==> src/hdl/orwa_pkg.sv <==
// ---------------------------------------------------------------------------
// orwa_pkg - shared definitions for the outlier rejecting weighted average
// Field widths, register indexes, reset values and divider step count.
// ---------------------------------------------------------------------------
`default_nettype none

package orwa_pkg;

    // Field widths
    localparam int SAMPLE_W   = 24;
    localparam int VALUE_W    = 25;
    localparam int LIMIT_W    = 23;
    localparam int S_TDATA_W  = 24;
    localparam int M_TDATA_W  = 32;
    localparam int CFG_ADDR_W = 2;
    localparam int CFG_DATA_W = 24;

    typedef logic [CFG_ADDR_W-1:0] cfg_addr_t;

    // Register indexes
    localparam cfg_addr_t REG_ZERO_OFFSET_CH0 = 2'd0;
    localparam cfg_addr_t REG_ZERO_OFFSET_CH1 = 2'd1;
    localparam cfg_addr_t REG_OUTLIER_LIMIT   = 2'd2;

    // Reset value of the outlier limit
    localparam logic [LIMIT_W-1:0] RESET_OUTLIER_LIMIT = 23'd600000;

    // Quotient bits resolved per cycle by the constant divider
    localparam int DIV_STEPS = 4;

endpackage : orwa_pkg

`default_nettype wire

==> src/hdl/orwa_ram.sv <==
// ---------------------------------------------------------------------------
// orwa_ram - generic simple dual-port RAM
// One write port, one read port, read data registered.
// ---------------------------------------------------------------------------
`default_nettype none

module orwa_ram #(
    parameter int WIDTH = 24,
    parameter int DEPTH = 16
) (
    input  wire logic                     aclk,
    input  wire logic                     we,
    input  wire logic [$clog2(DEPTH)-1:0] waddr,
    input  wire logic [WIDTH-1:0]         wdata,
    input  wire logic [$clog2(DEPTH)-1:0] raddr,
    output logic      [WIDTH-1:0]         rdata
);

    logic [WIDTH-1:0] mem [DEPTH];

    // Write and registered read
    always_ff @(posedge aclk) begin
        if (we) begin
            mem[waddr] <= wdata;
        end
        rdata <= mem[raddr];
    end

endmodule : orwa_ram

`default_nettype wire

==> src/hdl/outlier_rejecting_weighted_average.sv <==
// ---------------------------------------------------------------------------
// outlier_rejecting_weighted_average - two-channel weighted smoothing filter
// Offset correction, outlier replacement and a linearly weighted average
// over a per-channel history held in one RAM.
// ---------------------------------------------------------------------------
// Each input word carries a 24-bit converter code (s_tdata) and a channel
// number (s_tuser). The channel's zero offset is subtracted; a corrected value
// whose magnitude exceeds the outlier limit is replaced by the newest stored
// sample of that channel. The value enters the channel's WINDOW_LEN-entry
// history, and one output word gives (newest + sum of (N-i)*history[i]) /
// (N(N-1)/2), truncated toward zero, with the channel in m_tuser. Both
// histories live in one RAM of 2*WINDOW_LEN entries addressed as circular
// buffers. One word is processed at a time: its history is walked through
// the single RAM read port with one multiply-accumulate per entry, followed
// by a constant divider that resolves four quotient bits per cycle. The
// output register lets the next word be accepted while a result still waits.
// After reset the RAM is cleared entry by entry, and no input word is taken
// until that is done. Configuration writes are taken at any time; an offset
// applies from the next word accepted, the limit from the next outlier test.
// ---------------------------------------------------------------------------
`default_nettype none

module outlier_rejecting_weighted_average #(
    parameter int WINDOW_LEN = 8
) (
    input  wire logic                               aclk,
    input  wire logic                               aresetn,
    // Input stream
    input  wire logic                               s_tvalid,
    output logic                                    s_tready,
    input  wire logic [orwa_pkg::S_TDATA_W-1:0]     s_tdata,   // [23:0] sample
    input  wire logic                               s_tuser,   // [0] channel
    // Result stream
    output logic                                    m_tvalid,
    input  wire logic                               m_tready,
    output logic      [orwa_pkg::M_TDATA_W-1:0]     m_tdata,   // [24:0] filtered_value,
                                                               // [31:25] zero
    output logic                                    m_tuser,   // [0] result_channel
    // Configuration write channel
    input  wire logic                               cfg_valid,
    output logic                                    cfg_ready,
    input  wire orwa_pkg::cfg_addr_t                cfg_addr,
    input  wire logic [orwa_pkg::CFG_DATA_W-1:0]    cfg_data
);

    // Derived sizes
    localparam int WSUM      = WINDOW_LEN * (WINDOW_LEN - 1) / 2;
    localparam int PW        = $clog2(WINDOW_LEN);
    localparam int DEPTH     = 2 * WINDOW_LEN;
    localparam int AW        = $clog2(DEPTH);
    localparam int DEN_W     = $clog2(WSUM + 1);
    localparam int MAG_W     = orwa_pkg::SAMPLE_W + DEN_W;
    localparam int ACC_W     = MAG_W + 1;
    localparam int PROD_W    = orwa_pkg::SAMPLE_W + PW + 1;
    localparam int DIV_ITERS = (MAG_W + orwa_pkg::DIV_STEPS - 1) / orwa_pkg::DIV_STEPS;
    localparam int DIV_W     = DIV_ITERS * orwa_pkg::DIV_STEPS;
    localparam int ITW       = $clog2(DIV_ITERS + 1);
    localparam int SW        = orwa_pkg::SAMPLE_W;
    localparam int VW        = orwa_pkg::VALUE_W;

    // Sequencer states
    localparam logic [2:0] S_CLEAR = 3'd0;
    localparam logic [2:0] S_IDLE  = 3'd1;
    localparam logic [2:0] S_WALK  = 3'd2;
    localparam logic [2:0] S_ABS   = 3'd3;
    localparam logic [2:0] S_DIV   = 3'd4;
    localparam logic [2:0] S_OUT   = 3'd5;

    // Registers
    logic [2:0]                        state_reg, state_next;
    logic [AW-1:0]                     clr_reg, clr_next;
    logic [PW-1:0]                     head_reg [2];
    logic [PW-1:0]                     head_next [2];
    logic [SW-1:0]                     offset0_reg, offset0_next;
    logic [SW-1:0]                     offset1_reg, offset1_next;
    logic [orwa_pkg::LIMIT_W-1:0]      limit_reg, limit_next;
    logic                              ch_reg, ch_next;
    logic signed [VW-1:0]              diff_reg, diff_next;
    logic [PW-1:0]                     rptr_reg, rptr_next;
    logic [PW-1:0]                     rd_left_reg, rd_left_next;
    logic                              pend_reg, pend_next;
    logic                              first_reg, first_next;
    logic [PW-1:0]                     wt_reg, wt_next;
    logic signed [ACC_W-1:0]           acc_reg, acc_next;
    logic                              neg_reg, neg_next;
    logic [DIV_W-1:0]                  dq_reg, dq_next;
    logic [DEN_W-1:0]                  rem_reg, rem_next;
    logic [ITW-1:0]                    it_reg, it_next;
    logic                              m_valid_reg, m_valid_next;
    logic [VW-1:0]                     m_value_reg, m_value_next;
    logic                              m_chan_reg, m_chan_next;

    // RAM port signals
    logic                              ram_we;
    logic [AW-1:0]                     ram_waddr;
    logic [SW-1:0]                     ram_wdata;
    logic [AW-1:0]                     ram_raddr;
    logic [SW-1:0]                     ram_rdata;

    // Datapath temporaries
    logic signed [VW-1:0]              in_diff;
    logic [SW-1:0]                     in_offset;
    logic [VW-1:0]                     diff_mag;
    logic                              reject;
    logic signed [SW-1:0]              corrected;
    logic signed [PROD_W-1:0]          prod;
    logic signed [ACC_W-1:0]           acc_base;
    logic [PW-1:0]                     new_head;
    logic [DEN_W:0]                    rem_s;
    logic [DIV_W-1:0]                  dq_s;
    logic [DIV_W-1:0]                  quot;

    // Map a channel and ring position onto a RAM address
    function automatic logic [AW-1:0] ring_addr(input logic ch, input logic [PW-1:0] ptr);
        logic [AW-1:0] base;
        base = ch ? AW'(WINDOW_LEN) : '0;
        return base + AW'(ptr);
    endfunction

    // History store for both channels
    orwa_ram #(
        .WIDTH (SW),
        .DEPTH (DEPTH)
    ) u_hist (
        .aclk  (aclk),
        .we    (ram_we),
        .waddr (ram_waddr),
        .wdata (ram_wdata),
        .raddr (ram_raddr),
        .rdata (ram_rdata)
    );

    // Offset correction of the incoming word
    always_comb begin
        in_offset = s_tuser ? offset1_reg : offset0_reg;
        in_diff   = $signed({1'b0, s_tdata[SW-1:0]}) - $signed({1'b0, in_offset});
    end

    // Outlier test and multiply-accumulate on the word read back
    always_comb begin
        diff_mag  = diff_reg[VW-1] ? VW'(-diff_reg) : VW'(diff_reg);
        reject    = diff_mag > VW'(limit_reg);
        corrected = reject ? $signed(ram_rdata) : diff_reg[SW-1:0];
        prod      = $signed(ram_rdata) * $signed({1'b0, wt_reg});
        acc_base  = first_reg ? ACC_W'(corrected) : acc_reg;
        new_head  = (head_reg[ch_reg] == PW'(WINDOW_LEN - 1)) ? '0 : head_reg[ch_reg] + 1'b1;
    end

    // Restoring division by the weight sum, several bits per cycle
    always_comb begin
        rem_s = {1'b0, rem_reg};
        dq_s  = dq_reg;
        for (int k = 0; k < orwa_pkg::DIV_STEPS; k++) begin
            rem_s = {rem_s[DEN_W-1:0], dq_s[DIV_W-1]};
            dq_s  = {dq_s[DIV_W-2:0], 1'b0};
            if (rem_s >= (DEN_W+1)'(WSUM)) begin
                rem_s   = rem_s - (DEN_W+1)'(WSUM);
                dq_s[0] = 1'b1;
            end
        end
        quot = neg_reg ? DIV_W'(-dq_reg) : dq_reg;
    end

    // RAM address and write selection
    always_comb begin
        ram_we    = 1'b0;
        ram_waddr = ring_addr(ch_reg, new_head);
        ram_wdata = corrected;
        ram_raddr = ring_addr(ch_reg, rptr_reg);
        if (state_reg == S_CLEAR) begin
            ram_we    = 1'b1;
            ram_waddr = clr_reg;
            ram_wdata = '0;
        end else if (state_reg == S_WALK && pend_reg && first_reg) begin
            ram_we = 1'b1;
        end
        if (state_reg == S_IDLE) begin
            ram_raddr = ring_addr(s_tuser, head_reg[s_tuser]);
        end
    end

    // Sequencer and next-state logic
    always_comb begin
        state_next   = state_reg;
        clr_next     = clr_reg;
        head_next    = head_reg;
        offset0_next = offset0_reg;
        offset1_next = offset1_reg;
        limit_next   = limit_reg;
        ch_next      = ch_reg;
        diff_next    = diff_reg;
        rptr_next    = rptr_reg;
        rd_left_next = rd_left_reg;
        pend_next    = 1'b0;
        first_next   = first_reg;
        wt_next      = wt_reg;
        acc_next     = acc_reg;
        neg_next     = neg_reg;
        dq_next      = dq_reg;
        rem_next     = rem_reg;
        it_next      = it_reg;
        m_valid_next = m_valid_reg && !m_tready;
        m_value_next = m_value_reg;
        m_chan_next  = m_chan_reg;

        // Take configuration writes
        if (cfg_valid) begin
            unique case (cfg_addr)
                orwa_pkg::REG_ZERO_OFFSET_CH0: offset0_next = cfg_data[SW-1:0];
                orwa_pkg::REG_ZERO_OFFSET_CH1: offset1_next = cfg_data[SW-1:0];
                orwa_pkg::REG_OUTLIER_LIMIT:   limit_next   = cfg_data[orwa_pkg::LIMIT_W-1:0];
                default: ;
            endcase
        end

        unique case (state_reg)
            S_CLEAR: begin
                clr_next = clr_reg + 1'b1;
                if (clr_reg == AW'(DEPTH - 1)) begin
                    state_next = S_IDLE;
                end
            end
            S_IDLE: begin
                // Latch the word and read the newest entry of its channel
                if (s_tvalid) begin
                    ch_next      = s_tuser;
                    diff_next    = in_diff;
                    rptr_next    = (head_reg[s_tuser] == '0) ? PW'(WINDOW_LEN - 1)
                                                             : head_reg[s_tuser] - 1'b1;
                    rd_left_next = PW'(WINDOW_LEN - 2);
                    pend_next    = 1'b1;
                    first_next   = 1'b1;
                    wt_next      = PW'(WINDOW_LEN - 1);
                    state_next   = S_WALK;
                end
            end
            S_WALK: begin
                // Issue the next history read
                if (rd_left_reg != '0) begin
                    pend_next    = 1'b1;
                    rd_left_next = rd_left_reg - 1'b1;
                    rptr_next    = (rptr_reg == '0) ? PW'(WINDOW_LEN - 1) : rptr_reg - 1'b1;
                end
                // Accumulate the word read back
                if (pend_reg) begin
                    acc_next   = acc_base + ACC_W'(prod);
                    first_next = 1'b0;
                    wt_next    = wt_reg - 1'b1;
                    if (first_reg) begin
                        head_next[ch_reg] = new_head;
                    end
                    if (wt_reg == PW'(1)) begin
                        state_next = S_ABS;
                    end
                end
            end
            S_ABS: begin
                // Split the sum into sign and magnitude
                neg_next   = acc_reg[ACC_W-1];
                dq_next    = acc_reg[ACC_W-1] ? DIV_W'(-acc_reg) : DIV_W'(acc_reg);
                rem_next   = '0;
                it_next    = ITW'(DIV_ITERS);
                state_next = S_DIV;
            end
            S_DIV: begin
                dq_next  = dq_s;
                rem_next = rem_s[DEN_W-1:0];
                it_next  = it_reg - 1'b1;
                if (it_reg == ITW'(1)) begin
                    state_next = S_OUT;
                end
            end
            S_OUT: begin
                // Load the output register once it is free
                if (!m_valid_reg || m_tready) begin
                    m_valid_next = 1'b1;
                    m_value_next = quot[VW-1:0];
                    m_chan_next  = ch_reg;
                    state_next   = S_IDLE;
                end
            end
            default: state_next = S_IDLE;
        endcase
    end

    // Control registers
    always_ff @(posedge aclk) begin
        if (!aresetn) begin
            state_reg   <= S_CLEAR;
            clr_reg     <= '0;
            head_reg[0] <= '0;
            head_reg[1] <= '0;
            offset0_reg <= '0;
            offset1_reg <= '0;
            limit_reg   <= orwa_pkg::RESET_OUTLIER_LIMIT;
            pend_reg    <= 1'b0;
            m_valid_reg <= 1'b0;
        end else begin
            state_reg   <= state_next;
            clr_reg     <= clr_next;
            head_reg    <= head_next;
            offset0_reg <= offset0_next;
            offset1_reg <= offset1_next;
            limit_reg   <= limit_next;
            pend_reg    <= pend_next;
            m_valid_reg <= m_valid_next;
        end
    end

    // Payload registers
    always_ff @(posedge aclk) begin
        ch_reg      <= ch_next;
        diff_reg    <= diff_next;
        rptr_reg    <= rptr_next;
        rd_left_reg <= rd_left_next;
        first_reg   <= first_next;
        wt_reg      <= wt_next;
        acc_reg     <= acc_next;
        neg_reg     <= neg_next;
        dq_reg      <= dq_next;
        rem_reg     <= rem_next;
        it_reg      <= it_next;
        m_value_reg <= m_value_next;
        m_chan_reg  <= m_chan_next;
    end

    // Port drive
    assign s_tready  = (state_reg == S_IDLE);
    assign cfg_ready = 1'b1;
    assign m_tvalid  = m_valid_reg;
    assign m_tdata   = {{(orwa_pkg::M_TDATA_W - VW){1'b0}}, m_value_reg};
    assign m_tuser   = m_chan_reg;

endmodule : outlier_rejecting_weighted_average

`default_nettype wire

==> config.mk <==
export PLATFORM = sky130hd
export DESIGN_NAME = outlier_rejecting_weighted_average
export DESIGN_NICKNAME = d
export VERILOG_FILES = /design/src/hdl/orwa_pkg.sv /design/src/hdl/orwa_ram.sv /design/src/hdl/outlier_rejecting_weighted_average.sv
export SDC_FILE = /design/constraint.sdc
export NUM_CORES = 1
export LEC_CHECK = 0
export BUFFER_PORTS_ARGS = -buffer_cell sky130_fd_sc_hd__clkbuf_2
export CAP_MARGIN = 20
export CORE_ASPECT_RATIO = 1.4
export CORE_MARGIN = 2
export CORE_UTILIZATION = 50
export CTS_BUF_LIST = sky130_fd_sc_hd__clkbuf_8
export CTS_CLUSTER_DIAMETER = 40
export DETAILED_ROUTE_END_ITERATION = 8
export PLACE_DENSITY_LB_ADDON = 0.05
export SLEW_MARGIN = 15
export SYNTH_ARGS = -nofsm -noshare
export SYNTH_HDL_FRONTEND = slang
export SYNTH_SLANG_ARGS = --single-unit
==> constraint.sdc <==
create_clock -name aclk -period 7.8 [get_ports aclk]
set_input_delay 0 -clock aclk [delete_from_list [all_inputs] [get_ports aclk]]
set_output_delay 0 -clock aclk [all_outputs]
set_load 0.01 [all_outputs]
==> key figures, run 1 <==
Outcome
  – Status: finished, final reports clean

Power and ir drop
  – Flop pwr share: between 20% and 30%
  – Combinational power share: 54.7%
  – Pint: 10200 uW
  – Leakage Power: approximately 0.013 uW
  – Pwr dens: 479 nW/um2
  – Power share of the clock group: approximately 17%
  – Power, Total: 17200 uW
  – Switching part of the total power: 40.6%
  – Psw: 6980 uW
  – Max IR drop VDD: 565 uV

Synth
  – Syn avg cell area: 12.9 um2
  – Top-count cell post-synth: edfxtp_1
  – Register bit total from synthesis: 628
  – Yosys warnings: 0
  – Synth Cell Area: 31400 um2
  – List of most frequent post-synthesis cells: edfxtp_1, nand2_1, inv_1
  – Unique cell type count in the Yosys netlist: 70
  – Top cells by area, synth: edfxtp_1, dfxtp_1, mux4_2
  – Post-synth EDFFs: 518
  – Post-synthesis cell count: 2437
  – Synth Flop Type: edfxtp_1
  – Async S/R FF share, synth: 0%
  – Yosys top cell area share: 49.5%
  – Area leader, netlist: edfxtp_1
  – Sequential element share of the synthesized area: between 50% and 60%

Worst setup path
  – Crit path max-delay family: compound AO/OA/AOI/OAI gates
  – CP arrival: ~7.8 ns
  – Worst setup EP type: flop
  – CP max stage delay: 0.49 ns
  – WP depth: 27
  – R2R cell count: 27
  – Critical path buffers and inverters: 1
  – WP data required: 8.23 ns
  – CP dominant cell by count: ha_1
  – Critical Path End: acc_reg[29]
  – Reg2reg start: diff_reg[8]
  – Highest-delay cell along the critical path: edfxtp_1
  – Reg2reg setup slack: 0.46 ns
  – R2R Path End: acc_reg[29]
  – Critical path startpoint: diff_reg[8]
  – Critical path start-end classification: flop to flop
  – Startpoint Class: flop
  – Maximum fanout along the worst path: 7

Floorplan
  – Die ar.: 64900 um2
  – Starting Density: 50.7%
  – Die height: 301 um
  – # IOs: 92
  – Core ar.: 62000 um2
  – Die X: 216 um
  – # rows: around 110

Timing
  – Clock skew: 0.0447 ns
  – Final Hold Vio Count: 0
  – Part of the cycle the worst path needs: 94.1%
  – Final setup fails: 0
  – Max Fclk: 0.136 GHz
  – Worst-Margin Slew: 1.11 ns
  – Tmin final: 7.34 ns
  – Setup ws final: approximately 0.46 ns
  – RSZ-0062 raised after global routing: no
  – Slew headroom: 26.0%
  – Setup total negative slack: 0 ns
  – Slew Limit Fails: 0

GRT
  – GRT overflow: 0
  – First-pass GRT wire length: 122 mm
  – Vias in the first global route: a little over 20000
  – Total Routing Usage GR: between 20% and 30%
  – Initial antenna violation count: 1
  – Largest net degree at the start of global routing: 97

CTS
  – Worst-path clk slew: approximately 0.060 ns
  – Post-CTS Setup Inserts: 0
  – Root Driver: clkbuf_8
  – CTS H-tree lvls: 3
  – Clock sinks: 628
  – Total CTS buffers: 100
  – CTS tree: built
  – Clk_lat worst skew: ~0.7 ns
  – Buffers from clock root to sink, at most: 3

Route
  – Via-to-Cell Ratio: 5.62
  – TritonRoute pass-1 iters: 6
  – Residual DRC: 0
  – Wire length per cell: roughly 22 um
  – Routed vias: 20047
  – Drt first-iter violations: 1329
  – DRT antenna net count: 0
  – Routed WL: 80.0 mm

Layout
  – Non-filler cells, final: 3566
  – Layout area overhead: 14.3%
  – Nets@finish: 2890
  – Util after Layout: 57.9%
  – Share of layout cells above drive strength 1: 15.6%
  – Largest register FFs: between 300 and 400

Flow run
  – Max_cap viols: 0

Place
  – Post-Place Worst Slack: 0.168 ns
  – I/O Buffers: 83
  – RD Place Congestion: about 0.9
  – Placed insts: 3293
  – DP HPWL: 53.4 mm

Min path
  – Hold/Removal Path Class: input pin to flop
[layout by cell type (no fill, tap or decap), drive strengths merged, types with 84 or more instances in the layout]
| cell | n |
|---|---|
| a21oi | 100 |
| clkbuf | 208 |
| dfxtp | 110 |
| edfxtp | 518 |
| ha | 126 |
| inv | 206 |
| mux2i | 84 |
| mux4 | 96 |
| nand2 | 252 |
| nor2 | 110 |
| o21ai | 87 |
[kinds of logic (layout without fill, tap and decap cells)]
| family | after synthesis | count (layout) | synth area share (%) |
|---|---|---|---|
| flip-flops | 628 | 628 | 56.5 |
| adder cells (fa/ha/maj) | 178 | 178 | 8.33 |
| AND/OR/NAND/NOR | 611 | 611 | 9.37 |
| other | 2 | 9 | 0.0239 |
| buffers and inverters | 274 | 571 | 3.42 |
| XOR/XNOR | 124 | 124 | 3.46 |
| multiplexers | 185 | 185 | 9.74 |
| AO/OA/AOI/OAI | 435 | 435 | 9.14 |
[power groups by stage]
stage / sequential, uW / combinational, uW / clock (uW)
global route: 4950 / 10500 / 3070
finish: 4930 / 9420 / 2860
detailed placement: 5000 / 9360 / 0
global placement: 4980 / 9230 / 0
CTS: 4930 / 9460 / 2920
floorplan: 4850 / 6990 / 0
[layer usage]
metal  vias up  part of all wire, %  GRT usage [%]
li1       9357                    -              -
met1     10081                   40           30.3
met2       487                   53           45.6
met3       122                  4.1           3.12
met4         0                  2.9           8.60
met5         -                    0              0
[area by class of cell]
type,count,area [um2]
diodes,1,2.50
clock inverters,65,397
repair buffers,218,1710
inverters,167,627
well taps,825,1030
flip-flops and latches,628,17800
multi-input cells,1541,12700
clock buffers,121,1670
fillers,5111,26100
[metrics by stage]
step / area, um2 / hold slack [ns]
finish: 35900 / 0.0678
global route: 35900 / 0.0392
CTS: 35700 / 0.00230
detailed placement: 33000 / 0.275
global placement: 32900 / 0.269
floorplan: 31400 / 0.0989
[worst min-delay path, delay by kind of cell]
kind	cells	cell delay, ns
adders and majority gates	1	0.23
xor gates and xnor gates	1	0.19
buffers and inverters	1	0.10
[how the worst min path moves through the flow]
stage / startpoint / endpoint / slack [ns] / cells past startpoint
2_1_floorplan: s_tuser / ch_reg / 0.1 / 0
6_report: s_tdata[14] / diff_reg[14] / 0.07 / 3
4_1_cts: s_tdata[14] / diff_reg[14] / 0.002 / 3
3_3_place_gp: cfg_data[23] / offset1_reg[23] / 0.27 / 3
5_1_grt: s_tdata[14] / diff_reg[14] / 0.04 / 3
3_5_place_dp: cfg_data[13] / offset0_reg[13] / 0.27 / 3
[repair_timing]
| action | CTS | global route |
|---|---|---|
| resized for setup | 0 | 2 |
| endpoints found under the hold margin | 108 | 2 |
| hold buffers | 72 | 1 |
| setup endpoints to repair | 0 | 10 |
Note: power is estimated with default switching activity, not from simulation.
==> run 2, diff against run 1 <==
- ABC_AREA: not set -> 1
- CORE_ASPECT_RATIO: 1.4 -> 0.8
==> key figures, run 2 <==
Outcome
  – Status: finished, final reports clean (unchanged)

Place
  – Post-Place Worst Slack: 1.28 ns (was 0.168 ns)
  – I/O Buffers: 83 (unchanged)
  – Post-DP Area: 33800 um2 (was 33000 um2)
  – RD Place Congestion: 0.902 (was 0.903)
  – DP HPWL: 56.2 mm (was 53.4 mm)

Floorplan
  – # rows: 83 (was 108)
  – Starting Density: 50.6% (was 50.7%)
  – Core ar.: 64200 um2 (was 62000 um2)
  – Die ar.: 67000 um2 (was 64900 um2)
  – Die X: 289 um (was 216 um)
  – # IOs: 92 (unchanged)
  – Die height: 232 um (was 301 um)

Synth
  – Yosys top cell area share: 47.9% (was 49.5%)
  – Top-count cell post-synth: nand2_1 (was edfxtp_1)
  – Xor/xnor share of the synthesized area: 3.27% (was 3.46%)
  – Syn avg cell area: 9.84 um2 (was 12.9 um2)
  – Top cells by area, synth: edfxtp_1, dfxtp_1, nand2_1 (was edfxtp_1, dfxtp_1, mux4_2)
  – Synth Cell Area: 32400 um2 (was 31400 um2)
  – Post-synth EDFFs: 518 (unchanged)
  – Post-synthesis cell count: 3296 (was 2437)
  – Sequential element share of the synthesized area: 54.7% (was 56.5%)
  – Area leader, netlist: edfxtp_1 (unchanged)
  – Async S/R FF share, synth: 0% (unchanged)
  – Area share of and/or/nand/nor cells after synthesis: 13.9% (was 9.37%)
  – Yosys warnings: 0 (unchanged)
  – Synth Area in Compound Gates: 11.1% (was 9.14%)
  – Synth Flop Type: edfxtp_1 (unchanged)
  – List of most frequent post-synthesis cells: nand2_1, edfxtp_1, inv_1 (was edfxtp_1, nand2_1, inv_1)
  – Unique cell type count in the Yosys netlist: 51 (was 70)
  – Post-synthesis mux area share: 0.833% (was 9.74%)
  – Post-synthesis adder-cell area fraction: 8.07% (was 8.33%)
  – Main combinational cell family by area after synthesis: simple AND/OR/NAND/NOR gates (was multiplexers)
  – Register bit total from synthesis: 628 (unchanged)

Layout
  – Layout area overhead: 14.1% (was 14.3%)
  – Share of layout cells above drive strength 1: 10.1% (was 15.6%)
  – Diode count: 0 (was 1)
  – Nets@finish: 3713 (was 2890)
  – Most common cell after layout, fill and taps aside: nand2_1 (was edfxtp_1)
  – Design Area, Final: 37000 um2 (was 35900 um2)
  – Most frequent cells in the layout: nand2_1, inv_1, edfxtp_1 (was edfxtp_1, nand2_1, inv_1)
  – Largest register FFs: 384 (unchanged)

CTS
  – CTS H-tree lvls: 3 (unchanged)
  – Worst-path clk slew: 0.06 ns (about the same)
  – Clk_lat worst skew: 0.73 ns (was 0.71 ns)
  – CTS tree: built (unchanged)
  – Buffers from clock root to sink, at most: 3 (unchanged)
  – Post-CTS sizing: 0 (unchanged)
  – Clock sinks: 628 (unchanged)
  – Root Driver: clkbuf_8 (unchanged)
  – Total CTS buffers: 109 (was 100)

Route
  – Routed WL: 85.2 mm (was 80.0 mm)
  – Routed vias: 23730 (was 20047)
  – TritonRoute pass-1 iters: 6 (unchanged)
  – Residual DRC: 0 (unchanged)
  – Via-to-Cell Ratio: 5.37 (was 5.62)
  – Drt first-iter violations: 2087 (was 1329)
  – Wire length per cell: 19.3 um (was 22.4 um)
  – DRT antenna net count: 0 (unchanged)

Timing
  – Setup ws final: 1.16 ns (was 0.462 ns)
  – Setup total negative slack: 0 ns (unchanged)
  – Part of the cycle the worst path needs: 85.1% (was 94.1%)
  – Slew Limit Fails: 0 (unchanged)
  – RSZ-0062 raised after global routing: no (unchanged)
  – Clock skew: 0.0616 ns (was 0.0447 ns)
  – Worst-Margin Slew: 1.10 ns (was 1.11 ns)
  – Slew headroom: 26.7% (was 26.0%)
  – Final Hold Vio Count: 0 (unchanged)
  – Tmin final: 6.64 ns (was 7.34 ns)
  – Max Fclk: 0.151 GHz (was 0.136 GHz)
  – Final setup fails: 0 (unchanged)

Worst setup path
  – CP max stage delay: 0.47 ns (was 0.49 ns)
  – WP data required: 8.26 ns (was 8.23 ns)
  – Crit path max-delay family: simple AND/OR/NAND/NOR gates (was compound AO/OA/AOI/OAI gates)
  – CP arrival: 7.09 ns (was 7.77 ns)
  – Startpoint Class: flop (unchanged)
  – Maximum fanout along the worst path: 43 (was 7)
  – Critical path buffers and inverters: 1 (unchanged)
  – Highest-delay cell along the critical path: o31ai_1 (was edfxtp_1)
  – CP dominant cell by count: nand2_1 (was ha_1)
  – Worst setup EP type: flop (unchanged)
  – Critical path start-end classification: flop to flop (unchanged)

Power and ir drop
  – Leakage Power: 0.0157 uW (was 0.0132 uW)
  – Power, Total: 17500 uW (was 17200 uW)
  – Max IR drop VDD: 410 uV (was 565 uV)
  – Pwr dens: 473 nW/um2 (was 479 nW/um2)

GRT
  – Initial antenna violation count: 1 (unchanged)
  – GRT overflow: 0 (unchanged)
  – Total Routing Usage GR: 25.7% (was 24.9%)
  – Largest net degree at the start of global routing: 244 (was 97)
  – Vias in the first global route: 22792 (was 20766)
  – First-pass GRT wire length: 132 mm (was 122 mm)

Min path
  – Hold/Removal Path Class: input pin to flop (unchanged)

Flow run
  – Max_cap viols: 0 (unchanged)
[run 2: changes by cell type after synthesis, sizes merged, moves of 42 or more]
| cell | change |
|---|---|
| nand3 | +156 |
| mux4 | -96 |
| xnor2 | -43 |
| o211ai | +177 |
| nand2 | +338 |
| a21boi | -63 |
| and2 | -62 |
| nor2b | -42 |
| mux2i | -57 |
| buf | +59 |
| nor2 | +166 |
| inv | +344 |
| o21ai | +148 |
[run 2: metal layers]
layer,share of wire (%),vias up,GRT usage [%]
li1,-,11508,-
met5,0,-,0
met4,2.0,0,6.23
met3,5.5,136,3.53
met2,44,674,39.1
met1,49,11412,39.0
[run 2: where the power goes]
part | internal (uW) | leakage (uW) | switching (uW)
sequential | 5120 | 0.00565 | 381
combinational | 3160 | 0.00873 | 5770
clock | 1680 | 0.00130 | 1400
total | 9950 | 0.0157 | 7540
[run 2: per-stage QoR]
stage / utilization, % / hold slack, ns / cells
5_1_grt: 57.7 / 0.0894 / 4422
3_5_place_dp: 52.7 / 0.247 / 4131
3_3_place_gp: 52.5 / 0.242 / 4124
6_report: 57.7 / 0.105 / 4422
4_1_cts: 57.4 / 0.0545 / 4409
2_1_floorplan: - / 0.0989 / 3302
[run 2: cell families (layout without fill, tap and decap cells)]
kind of cell / count (synthesis) / after routing
fa+ha+maj: 178 / 178
flops: 628 / 628
xor+xnor: 121 / 121
mux: 27 / 27
compound gates: 591 / 591
simple gates: 1092 / 1092
other cells: 2 / 8
buf+inv: 657 / 927
[run 2: what timing repair did]
item | 4_1_cts | 5_1_grt
setup buffers | 0 | 0
endpoints found under the hold margin | 145 | 0
hold buffers | 74 | 0
[run 2: layout make-up]
type,instances,area (um2)
Inverter,513,1930
Tap cell,850,1060
Sequential cell,628,17800
Clock inverter,79,543
Multi-Input combinational cell,2017,12300
Clock buffer,125,1720
Fill cell,5581,27200
Timing Repair Buffer,210,1750
[run 2: final timing paths]
check | from | to | slack [ns] | cells past startpoint
max | diff_reg[0] | acc_reg[29] | 1.16 | 30
min reg2reg | limit_reg[1] | limit_reg[1] | 0.47 | 2
min | cfg_data[3] | offset1_reg[3] | 0.10 | 4
max reg2reg | diff_reg[0] | acc_reg[29] | 1.16 | 30
[run 2: worst register-to-register path, delay by kind of cell (launching register included)]
kind | cells | cell delay (ns)
flip-flops | 1 | 0.36
AND/OR/NAND/NOR | 18 | 2.83
multiplexers | 1 | 0.30
adder cells (fa/ha/maj) | 4 | 1.39
buffers and inverters | 1 | 0.18
XOR/XNOR | 1 | 0.16
AO/OA/AOI/OAI | 5 | 1.18
